### config.mk
export PLATFORM = sky130hd
export DESIGN_NAME = ring_route_learning_forwarder_top
export DESIGN_NICKNAME = d
export VERILOG_FILES = /design/src/rtl/rrlf_pkg.sv /design/src/rtl/rrlf_route_table.sv /design/src/rtl/ring_route_learning_forwarder_top.sv
export SDC_FILE = /design/constraint.sdc
export NUM_CORES = 2
export LEC_CHECK = 0
export ABC_AREA = 1
export BUFFER_PORTS_ARGS = -buffer_cell sky130_fd_sc_hd__clkbuf_2
export CAP_MARGIN = 20
export CELL_PAD_IN_SITES_DETAIL_PLACEMENT = 0
export CELL_PAD_IN_SITES_GLOBAL_PLACEMENT = 2
export CORE_ASPECT_RATIO = 0.6
export CORE_MARGIN = 2
export CORE_UTILIZATION = 49
export CTS_BUF_LIST = sky130_fd_sc_hd__clkbuf_2 sky130_fd_sc_hd__clkbuf_4 sky130_fd_sc_hd__clkbuf_8
export DETAILED_ROUTE_END_ITERATION = 10
export PLACE_DENSITY = 0.85
export SKIP_CTS_REPAIR_TIMING = 1
export SYNTH_ARGS = -nofsm -noshare
export SYNTH_HDL_FRONTEND = slang
export SYNTH_SLANG_ARGS = --single-unit
### constraint.sdc
create_clock -name clk -period 9.45 [get_ports clk]
set_clock_uncertainty 0.05 [all_clocks]
set_input_delay 2.3625 -clock clk [delete_from_list [all_inputs] [get_ports clk]]
set_output_delay 2.3625 -clock clk [all_outputs]
set_load 0.02 [all_outputs]
### src/rtl/rrlf_pkg.sv
// ----------------------------------------------------------------------------
// rrlf_pkg
// Shared types and codes of the ring route learning forwarder.
// ----------------------------------------------------------------------------
package rrlf_pkg;

  localparam logic [1:0] OP_TICK  = 2'd0;
  localparam logic [1:0] OP_HELLO = 2'd1;
  localparam logic [1:0] OP_DATA  = 2'd2;

  localparam logic [1:0] ACT_DROP    = 2'd0;
  localparam logic [1:0] ACT_SEND    = 2'd1;
  localparam logic [1:0] ACT_DELIVER = 2'd2;

  localparam logic       CFG_NODE_ID  = 1'b0;
  localparam logic       CFG_SHORTEST = 1'b1;

  localparam logic [7:0] HOP_MAX = 8'hFF;

  typedef struct packed {
    logic       port;
    logic [7:0] hops;
  } rt_entry_t;

  typedef struct packed {
    logic      valid;
    rt_entry_t entry;
  } rt_rd_t;

endpackage

### src/rtl/rrlf_route_table.sv
// ----------------------------------------------------------------------------
// rrlf_route_table
// Route memory with one registered read port, one write port and valid bits.
// ----------------------------------------------------------------------------
module rrlf_route_table #(
  parameter int NODES = 256,
  parameter int IDX_W = 8
) (
  input  logic               clk,
  input  logic               rst_n,
  input  logic               rd_en,
  input  logic [IDX_W-1:0]   rd_addr,
  output rrlf_pkg::rt_rd_t   rd_data,
  input  logic               wr_en,
  input  logic [IDX_W-1:0]   wr_addr,
  input  rrlf_pkg::rt_entry_t wr_data
);
  import rrlf_pkg::*;

  rt_entry_t        mem [NODES];
  logic [NODES-1:0] valid_r;
  rt_entry_t        rd_entry_r;
  logic             rd_valid_r;

  always_ff @(posedge clk) begin
    if (wr_en) begin
      mem[wr_addr] <= wr_data;
    end
    if (rd_en) begin
      rd_entry_r <= mem[rd_addr];
    end
  end

  always_ff @(posedge clk) begin
    if (!rst_n) begin
      valid_r    <= '0;
      rd_valid_r <= 1'b0;
    end else begin
      if (wr_en) begin
        valid_r[wr_addr] <= 1'b1;
      end
      if (rd_en) begin
        rd_valid_r <= valid_r[rd_addr];
      end
    end
  end

  assign rd_data.valid = rd_valid_r;
  assign rd_data.entry = rd_entry_r;

endmodule

### src/rtl/ring_route_learning_forwarder_top.sv
// ----------------------------------------------------------------------------
// ring_route_learning_forwarder_top
// Two-port ring forwarding node that learns shortest-hop routes from hellos.
// ----------------------------------------------------------------------------
// A request is taken when start is high and busy is low. Hello and data
// requests pass through the registered route table read, then a step that
// forms the result and, for a hello, writes back the learned route. A timer
// tick gives two results, port 0 first. Each result appears on the out_ ports
// for a single cycle with out_valid high and cannot be held off, so the
// receiver must take it then. Busy drops in the cycle the final result is
// shown, so a new request can be taken while it is on the ports.
// The route table needs no clearing pass after reset.
module ring_route_learning_forwarder_top #(
  parameter int NODES = 256
) (
  input  logic       clk,
  input  logic       rst_n,
  input  logic       start,
  output logic       busy,
  input  logic [1:0] in_op,
  input  logic       in_arrival_port,
  input  logic [7:0] in_source,
  input  logic [7:0] in_destination,
  input  logic [7:0] in_hop_count,
  output logic       out_valid,
  output logic [1:0] out_action,
  output logic       out_port,
  output logic       out_is_hello,
  output logic [7:0] out_pkt_source,
  output logic [7:0] out_pkt_destination,
  output logic [7:0] out_new_hop_count,
  output logic       out_last,
  input  logic       cfg_valid,
  output logic       cfg_ready,
  input  logic       cfg_index,
  input  logic [7:0] cfg_data
);
  import rrlf_pkg::*;

  localparam int         IDX_W   = (NODES > 1) ? $clog2(NODES) : 1;
  localparam logic [8:0] NODES_L = 9'(NODES);

  localparam logic [1:0] ST_IDLE  = 2'd0;
  localparam logic [1:0] ST_LOOK  = 2'd1;
  localparam logic [1:0] ST_TICK2 = 2'd2;

  logic [1:0] state_r, state_nxt;
  logic [7:0] node_id_r;
  logic       use_sp_r;

  logic [1:0] req_op_r;
  logic       req_port_r;
  logic [7:0] req_src_r;
  logic [7:0] req_dst_r;
  logic [7:0] req_hops_r;

  logic       accept;
  logic [7:0] rd_id;
  rt_rd_t     rd_data;
  logic       wr_en;
  rt_entry_t  wr_data;

  logic       src_in_range;
  logic       dst_in_range;
  logic [7:0] hops_inc;

  logic       valid_nxt;
  logic [1:0] action_nxt;
  logic       port_nxt;
  logic       hello_nxt;
  logic [7:0] src_nxt;
  logic [7:0] dst_nxt;
  logic [7:0] hops_nxt;
  logic       last_nxt;

  logic       out_valid_r;
  logic [1:0] out_action_r;
  logic       out_port_r;
  logic       out_is_hello_r;
  logic [7:0] out_src_r;
  logic [7:0] out_dst_r;
  logic [7:0] out_hops_r;
  logic       out_last_r;

  assign busy      = (state_r != ST_IDLE);
  assign accept    = start && !busy;
  assign cfg_ready = 1'b1;
  assign rd_id     = (in_op == OP_HELLO) ? in_source : in_destination;

  always_ff @(posedge clk) begin
    if (!rst_n) begin
      node_id_r <= 8'd0;
      use_sp_r  <= 1'b0;
    end else if (cfg_valid && cfg_ready) begin
      unique case (cfg_index)
        CFG_NODE_ID:  node_id_r <= cfg_data;
        CFG_SHORTEST: use_sp_r  <= cfg_data[0];
        default:      ;
      endcase
    end
  end

  always_ff @(posedge clk) begin
    if (accept) begin
      req_op_r   <= in_op;
      req_port_r <= in_arrival_port;
      req_src_r  <= in_source;
      req_dst_r  <= in_destination;
      req_hops_r <= in_hop_count;
    end
  end

  rrlf_route_table #(
    .NODES (NODES),
    .IDX_W (IDX_W)
  ) u_table (
    .clk     (clk),
    .rst_n   (rst_n),
    .rd_en   (accept),
    .rd_addr (rd_id[IDX_W-1:0]),
    .rd_data (rd_data),
    .wr_en   (wr_en),
    .wr_addr (req_src_r[IDX_W-1:0]),
    .wr_data (wr_data)
  );

  assign src_in_range = ({1'b0, req_src_r} < NODES_L);
  assign dst_in_range = ({1'b0, req_dst_r} < NODES_L);
  assign hops_inc     = (req_hops_r == HOP_MAX) ? HOP_MAX : req_hops_r + 8'd1;
  assign wr_data.port = req_port_r;
  assign wr_data.hops = req_hops_r;

  always_comb begin
    state_nxt  = state_r;
    wr_en      = 1'b0;
    valid_nxt  = 1'b0;
    action_nxt = ACT_DROP;
    port_nxt   = 1'b0;
    hello_nxt  = 1'b0;
    src_nxt    = 8'd0;
    dst_nxt    = 8'd0;
    hops_nxt   = 8'd0;
    last_nxt   = 1'b1;
    unique case (state_r)
      ST_IDLE: begin
        if (accept) begin
          state_nxt = ST_LOOK;
        end
      end
      ST_LOOK: begin
        valid_nxt = 1'b1;
        state_nxt = ST_IDLE;
        case (req_op_r)
          OP_TICK: begin
            action_nxt = ACT_SEND;
            hello_nxt  = 1'b1;
            src_nxt    = node_id_r;
            hops_nxt   = 8'd1;
            last_nxt   = 1'b0;
            state_nxt  = ST_TICK2;
          end
          OP_HELLO: begin
            if (req_src_r != node_id_r) begin
              action_nxt = ACT_SEND;
              port_nxt   = ~req_port_r;
              hello_nxt  = 1'b1;
              src_nxt    = req_src_r;
              hops_nxt   = hops_inc;
              wr_en      = src_in_range &&
                           (!rd_data.valid || (req_hops_r < rd_data.entry.hops));
            end
          end
          OP_DATA: begin
            src_nxt = req_src_r;
            dst_nxt = req_dst_r;
            if (req_dst_r == node_id_r) begin
              action_nxt = ACT_DELIVER;
              hops_nxt   = req_hops_r;
            end else begin
              action_nxt = ACT_SEND;
              port_nxt   = use_sp_r && dst_in_range && rd_data.valid &&
                           rd_data.entry.port;
              hops_nxt   = hops_inc;
            end
          end
          default: ;
        endcase
      end
      ST_TICK2: begin
        valid_nxt  = 1'b1;
        action_nxt = ACT_SEND;
        port_nxt   = 1'b1;
        hello_nxt  = 1'b1;
        src_nxt    = node_id_r;
        hops_nxt   = 8'd1;
        state_nxt  = ST_IDLE;
      end
      default: state_nxt = ST_IDLE;
    endcase
  end

  always_ff @(posedge clk) begin
    if (!rst_n) begin
      state_r     <= ST_IDLE;
      out_valid_r <= 1'b0;
    end else begin
      state_r     <= state_nxt;
      out_valid_r <= valid_nxt;
    end
  end

  always_ff @(posedge clk) begin
    out_action_r   <= action_nxt;
    out_port_r     <= port_nxt;
    out_is_hello_r <= hello_nxt;
    out_src_r      <= src_nxt;
    out_dst_r      <= dst_nxt;
    out_hops_r     <= hops_nxt;
    out_last_r     <= last_nxt;
  end

  assign out_valid           = out_valid_r;
  assign out_action          = out_action_r;
  assign out_port            = out_port_r;
  assign out_is_hello        = out_is_hello_r;
  assign out_pkt_source      = out_src_r;
  assign out_pkt_destination = out_dst_r;
  assign out_new_hop_count   = out_hops_r;
  assign out_last            = out_last_r;

  a_accept_busy: assert property (@(posedge clk) disable iff (!rst_n)
    accept |=> busy)
    else $error("request accepted but block not busy");

  a_write_in_look: assert property (@(posedge clk) disable iff (!rst_n)
    wr_en |-> (state_r == ST_LOOK) && (req_op_r == OP_HELLO))
    else $error("route table written outside a hello lookup");

  a_tick_second: assert property (@(posedge clk) disable iff (!rst_n)
    (state_r == ST_TICK2) |=> out_valid && out_last && out_port)
    else $error("second tick hello missing");

  a_valid_from_work: assert property (@(posedge clk) disable iff (!rst_n)
    out_valid |-> $past(state_r != ST_IDLE))
    else $error("result strobe without a request in progress");

endmodule

Yosys cells after proc, flatten, opt, wreduce, memory -nomap -nowiden
Memory sizes are Yosys's and may differ from the RTL's. A register that Yosys moved wholly into a read port is not among the register bits.
Cells that the tools add are included.

word-level totals
  register bits after elaboration = 325
  RAM bits = 2304
  word-level logic and storage cells = 84
  memories = 1

operators by class
  add/subtract/negate cells = 1
  magnitude comparators = 4
  equality and inequality tests = 9
  muxes and demuxes = 34
  bitwise operators = 3
  reductions and logical operators = 14

memory list
  memory       depth  bits a word  read ports  clocked after memory_dff  wr ports  line                    RTL
  u_table.mem  256    9            1           1                         1         rrlf_route_table.sv:20  rt_entry_t mem [NODES];

operator list
  cell                                                                                 number
  256-bit bitwise OR                                                                   1
  8-bit case mux with 3 select lines                                                   2
  8-bit two-way mux                                                                    5
  8-bit case mux with 2 select lines                                                   2
  8-bit by 9-bit less-than comparator with 1-bit output, second input constant         2
  1-bit two-way mux                                                                    13
  8-bit by 1-bit adder with 8-bit output, second input constant                        1
  1-bit binary-select mux with 8-bit select                                            1
  1-bit demux with 8-bit select                                                        1
  8-bit == test                                                                        1
  8-bit == test, second input constant                                                 1
  8-bit by 1-bit greater-or-equal comparator with 1-bit output, second input constant  1
  8-bit less-than comparator                                                           1
  8-bit != test                                                                        1
  1-bit case mux with 2 select lines                                                   4
  2-bit case mux with 2 select lines                                                   2
  2-bit by 1-bit == test with 1-bit output, second input constant                      3
  2-bit two-way mux                                                                    3
  2-bit case mux with 3 select lines                                                   1
  2-bit AND reduction                                                                  3
  2-bit == test, second input constant                                                 2
  1-bit logical AND                                                                    4
  2-bit logical NOT                                                                    2
  1-bit logical NOT                                                                    2
  5 further kinds                                                                      6

Logic depth before layout (Yosys ltp)
  depth in word-level cells = 7
  depth in mapped cells = 18

Modules after synthesis
Synthesis repeated with hierarchy kept, for this count alone.

second synthesis, totals
  cells, all modules = 9037
  area, all modules = 104954.4 um2

modules (own cells, without submodules)
  module                             instances  cells each  area each (um2)  seq. area each (um2)
  rrlf_route_table                   1          8662        101768.9         74601.5
  ring_route_learning_forwarder_top  1          375         3185.6           1631.6

Least setup slack after synthesis
Ideal clock, no wire load.

  kind = register to register
  start point = register req_hops_r[1]
  end point = memory u_table.mem[160][0] in the netlist's numbering, enable pin
  library setup time = 0.374 ns
  arrival = 5.691 ns
  data required time = 9.026 ns
  slack = 3.334 ns
  stages on the path, launching flop included = 14
  path buffers = 3
  cell sequence = edfxtp_1 > ha_1 > a21oi_1 > nor2_1 > a211oi_1 > o221ai_1 > nand2_1 > nand2_1 > inv_1 > buf_2 > buf_2 > nand2_1 > buf_2 > nor2_1

on the way
  word-level cells in the longest chain between the ends = 7

ends and longest elaborated chain
  element                                  line                                      RTL
  start: declaration                       ring_route_learning_forwarder_top.sv:55   logic [7:0] req_hops_r;
  start signal: assignment                 ring_route_learning_forwarder_top.sv:109  req_hops_r <= in_hop_count;
  8-bit less-than comparator               ring_route_learning_forwarder_top.sv:170  (!rd_data.valid || (req_hops_r < rd_data.entry.hops));
  1-bit logical OR                         ring_route_learning_forwarder_top.sv:170
  1-bit two-way mux                        ring_route_learning_forwarder_top.sv:163  if (req_src_r != node_id_r) begin
  1-bit two-way mux                        ring_route_learning_forwarder_top.sv:153  case (req_op_r)
  1-bit two-way mux                        ring_route_learning_forwarder_top.sv:144  unique case (state_r)
  1-bit two-way mux                        rrlf_route_table.sv:26                    if (wr_en) begin
  1-bit two-way mux (implied by the code)  rrlf_route_table.sv:27                    mem[wr_addr] <= wr_data;
  end: declaration                         rrlf_route_table.sv:20

No other way between the ends.

Worst setup path after layout
  start point = input in_op[1]
  end point = register, netlist name u_table.rd_data[6]

on the way
  word-level cells in the longest chain between the ends = 2

ends and longest elaborated chain
  element                                   line                                     RTL
  start: declaration                        ring_route_learning_forwarder_top.sv:20  input logic [1:0] in_op,
  2-bit by 1-bit == test with 1-bit output  ring_route_learning_forwarder_top.sv:88  assign rd_id = (in_op == OP_HELLO) ? in_source : in_destination;
  8-bit two-way mux                         ring_route_learning_forwarder_top.sv:88

No other way between the ends.
A chain may end at the register's enable or synchronous reset.

==> flow_summary.json <==
{
  "grt_max_degree": 205,
  "cts_root_buf": "clkbuf_8",
  "stdcell_count": 12500,
  "dr.pass1.iters": 6,
  "crit_top_cell": "nand3_1",
  "syn-num-nets": 9415,
  "clk_pin_slew_ns": 0.06,
  "final-max-slew-violation-count": 0,
  "hold_end": "u_table.valid_r[124]",
  "powerDensity_nw_per_um2": 206,
  "slowest_stage": "buf_4",
  "clk_latency_ns": 1.01,
  "r2r-start": "req_hops_r[0]",
  "yosysWarnings": 0,
  "cp.arrival_ns": 6.72,
  "max_stage_delay_ns": 0.76,
  "final_cell_mix": "edfxtp_1 (2340), nor2_1 (1546), o21ai_0 (1159)",
  "cap_viol_max_count": 0,
  "synth_edf_count": 2340,
  "synth-seq-area-share": 0.708,
  "fin_area_um2": 118000,
  "rr_worst_depth": 13,
  "cts_sinks": 2638,
  "io_buffers": 70,
  "hpwl_mm": 190,
  "rr_endpoint": "u_table.mem[166][6]",
  "antenna_found_initial": 23,
  "syn_to_final_growth_pct": 9.54,
  "largest_register": "u_table.mem",
  "grt_pass1_wl_mm": 484,
  "syn_inst": 9360,
  "io_pins": 72,
  "synth_seq_cells": 2638,
  "timing.final.crit_period_ns": 6.03,
  "min_from": "u_table.valid_r[124]",
  "min_period_over_period": 0.638,
  "vias": 74800,
  "cp-end-kind": "flip-flop",
  "rsz0062_at_grt": "no",
  "cp_max_fo": 151,
  "max_freq_mhz": 166,
  "cp-start-kind": "input port",
  "dp_cells": 11800,
  "ys_async_sr_fraction": 0,
  "power_leakage_nw": 38.9,
  "setup_tns_ns": 0,
  "peakVddDrop_mv": 0.139,
  "grt_pass1_vias": 69200,
  "drt_iter0_drc": 10400,
  "final_common_cell": "edfxtp_1",
  "numCtsBuffers": 388,
  "htreeDepth": 5,
  "row_count": 133,
  "grt_usage": 0.293,
  "cp_num_buf_inv": 4,
  "layout.nets": 9355,
  "maxSlewHeadroom": 0.182,
  "cts_buffer_depth": 4,
  "avgViaCountPerCell": 5.98,
  "drc": 0,
  "drive_gt1_frac": 0.0916,
  "setup_slack_ns": 3.42,
  "critPathLaunch": "in_op[1]",
  "synthFlopType": "edfxtp_1",
  "worstMarginPinSlew_ns": 1.23,
  "place_area_um2": 110000,
  "largest_reg_flops": 2304,
  "design.core.area_um2": 219000,
  "final-setup-viol-count": 0,
  "dpl_worst_slack_ns": 2.60,
  "cts_tree": "yes",
  "utilization": 0.539,
  "status": "completed",
  "wire_per_inst_um": 26.8,
  "hold_viol_final": 0,
  "initial_core_util": 0.492,
  "wirelength_mm": 336,
  "synth.distinct_cells": 34,
  "die_h_um": 367,
  "synth_area_um2": 108000,
  "drtAntennaViolNets": 0,
  "holdPathStages": 2,
  "gr-total-overflow": 0,
  "crit_required_ns": 10.14,
  "gp_congestion": 0.862,
  "syn_area_per_cell_um2": 11.5,
  "hold_path.class": "flip-flop to flip-flop",
  "r2r_setup_slack_ns": 4.26,
  "die-width_um": 609,
  "critPathKind": "input port to flip-flop",
  "die_area_um2": 224000,
  "crit_chain": "clkbuf_2, inv_1, nand2_4, o21ai_4, buf_12, buf_4, nor2_1, o21ai_0, o211ai_1, nand3_1, nand3_1, nand3_1, nand3_1, nand3_1, nand2_1",
  "crit_family": "simple AND/OR/NAND/NOR gates"
}
==> cell families (layout without fill, tap and decap cells) <==
kind of cell / count (synthesis) / after routing / synth area share
adder cells (fa/ha/maj): 15 / 15 / 0.00174
AO/OA/AOI/OAI: 2133 / 2133 / 0.114
XOR/XNOR: 9 / 9 / 0.000732
buffers and inverters: 1233 / 1469 / 0.0470
AND/OR/NAND/NOR: 3331 / 3331 / 0.128
flip-flops: 2638 / 2638 / 0.708
other: 1 / 11 / 0.0000348
==> cells in the mapped netlist, types with 5 or more instances <==
cell | count | area (um2)
a21oi_1 | 279 | 1400
a22oi_1 | 8 | 60.1
buf_1 | 23 | 86.3
buf_2 | 266 | 1330
buf_4 | 20 | 150
clkbuf_1 | 374 | 1400
dfxtp_1 | 298 | 5970
edfxtp_1 | 2340 | 70300
ha_1 | 15 | 188
inv_1 | 541 | 2030
nand2_1 | 763 | 2860
nand3_1 | 988 | 4940
nand4_1 | 5 | 31.3
nor2_1 | 1564 | 5870
o211ai_1 | 558 | 4190
o21ai_0 | 1161 | 5810
o221ai_1 | 10 | 87.6
o22ai_1 | 108 | 676
xor2_1 | 9 | 78.8
==> tightest hold or removal path: stages (launching register included) <==
cell and delay (ns):
dfxtp_1 0.31, inv_1 0.05, a21oi_1 0.05
==> where the power goes <==
group	total [mW]	switching [mW]	internal [mW]	leakage, nW
Clock	9.09	4.47	4.63	3.91
Combinational	2.32	1.81	0.513	11.5
Sequential	12.8	0.0454	12.8	23.4
Total	24.2	6.32	17.9	38.9
==> worst max-delay path by stage <==
stage                                     end  slack (ns)  cells after the start
after floorplan           u_table.mem[160][0]        3.33                     13
after global placement     u_table.rd_data[6]        2.63                     15
after detailed placement   u_table.rd_data[6]        2.60                     15
after CTS                  u_table.rd_data[6]        3.66                     15
after global routing       u_table.rd_data[6]        3.19                     15
final                      u_table.rd_data[6]        3.42                     15
==> metrics by stage <==
stage | total power [mW] | hold slack (ns)
after floorplan | 14.4 | 0.377
after global placement | 15.3 | 0.385
after detailed placement | 15.3 | 0.390
after CTS | 24.3 | 0.404
after global routing | 25.0 | 0.420
final | 24.2 | 0.401
==> metal layers <==
metal	part of all wire	track usage	wire (um)
met5	0.00036	0	121
met1	0.45	0.463	151000
met4	0.025	0.0783	8270
met2	0.41	0.398	137000
met3	0.12	0.0756	38800
==> layout make-up <==
cell class,count,area (um2)
clock buffers,550,6640
multi-input cells,5489,26500
repair buffers,237,2090
flip-flops and latches,2638,76200
well taps,2902,3630
fillers,18700,101000
clock inverters,136,732
inverters,546,2080
diodes,10,25.0
No activity file was read; power rests on OpenSTA's default activity.
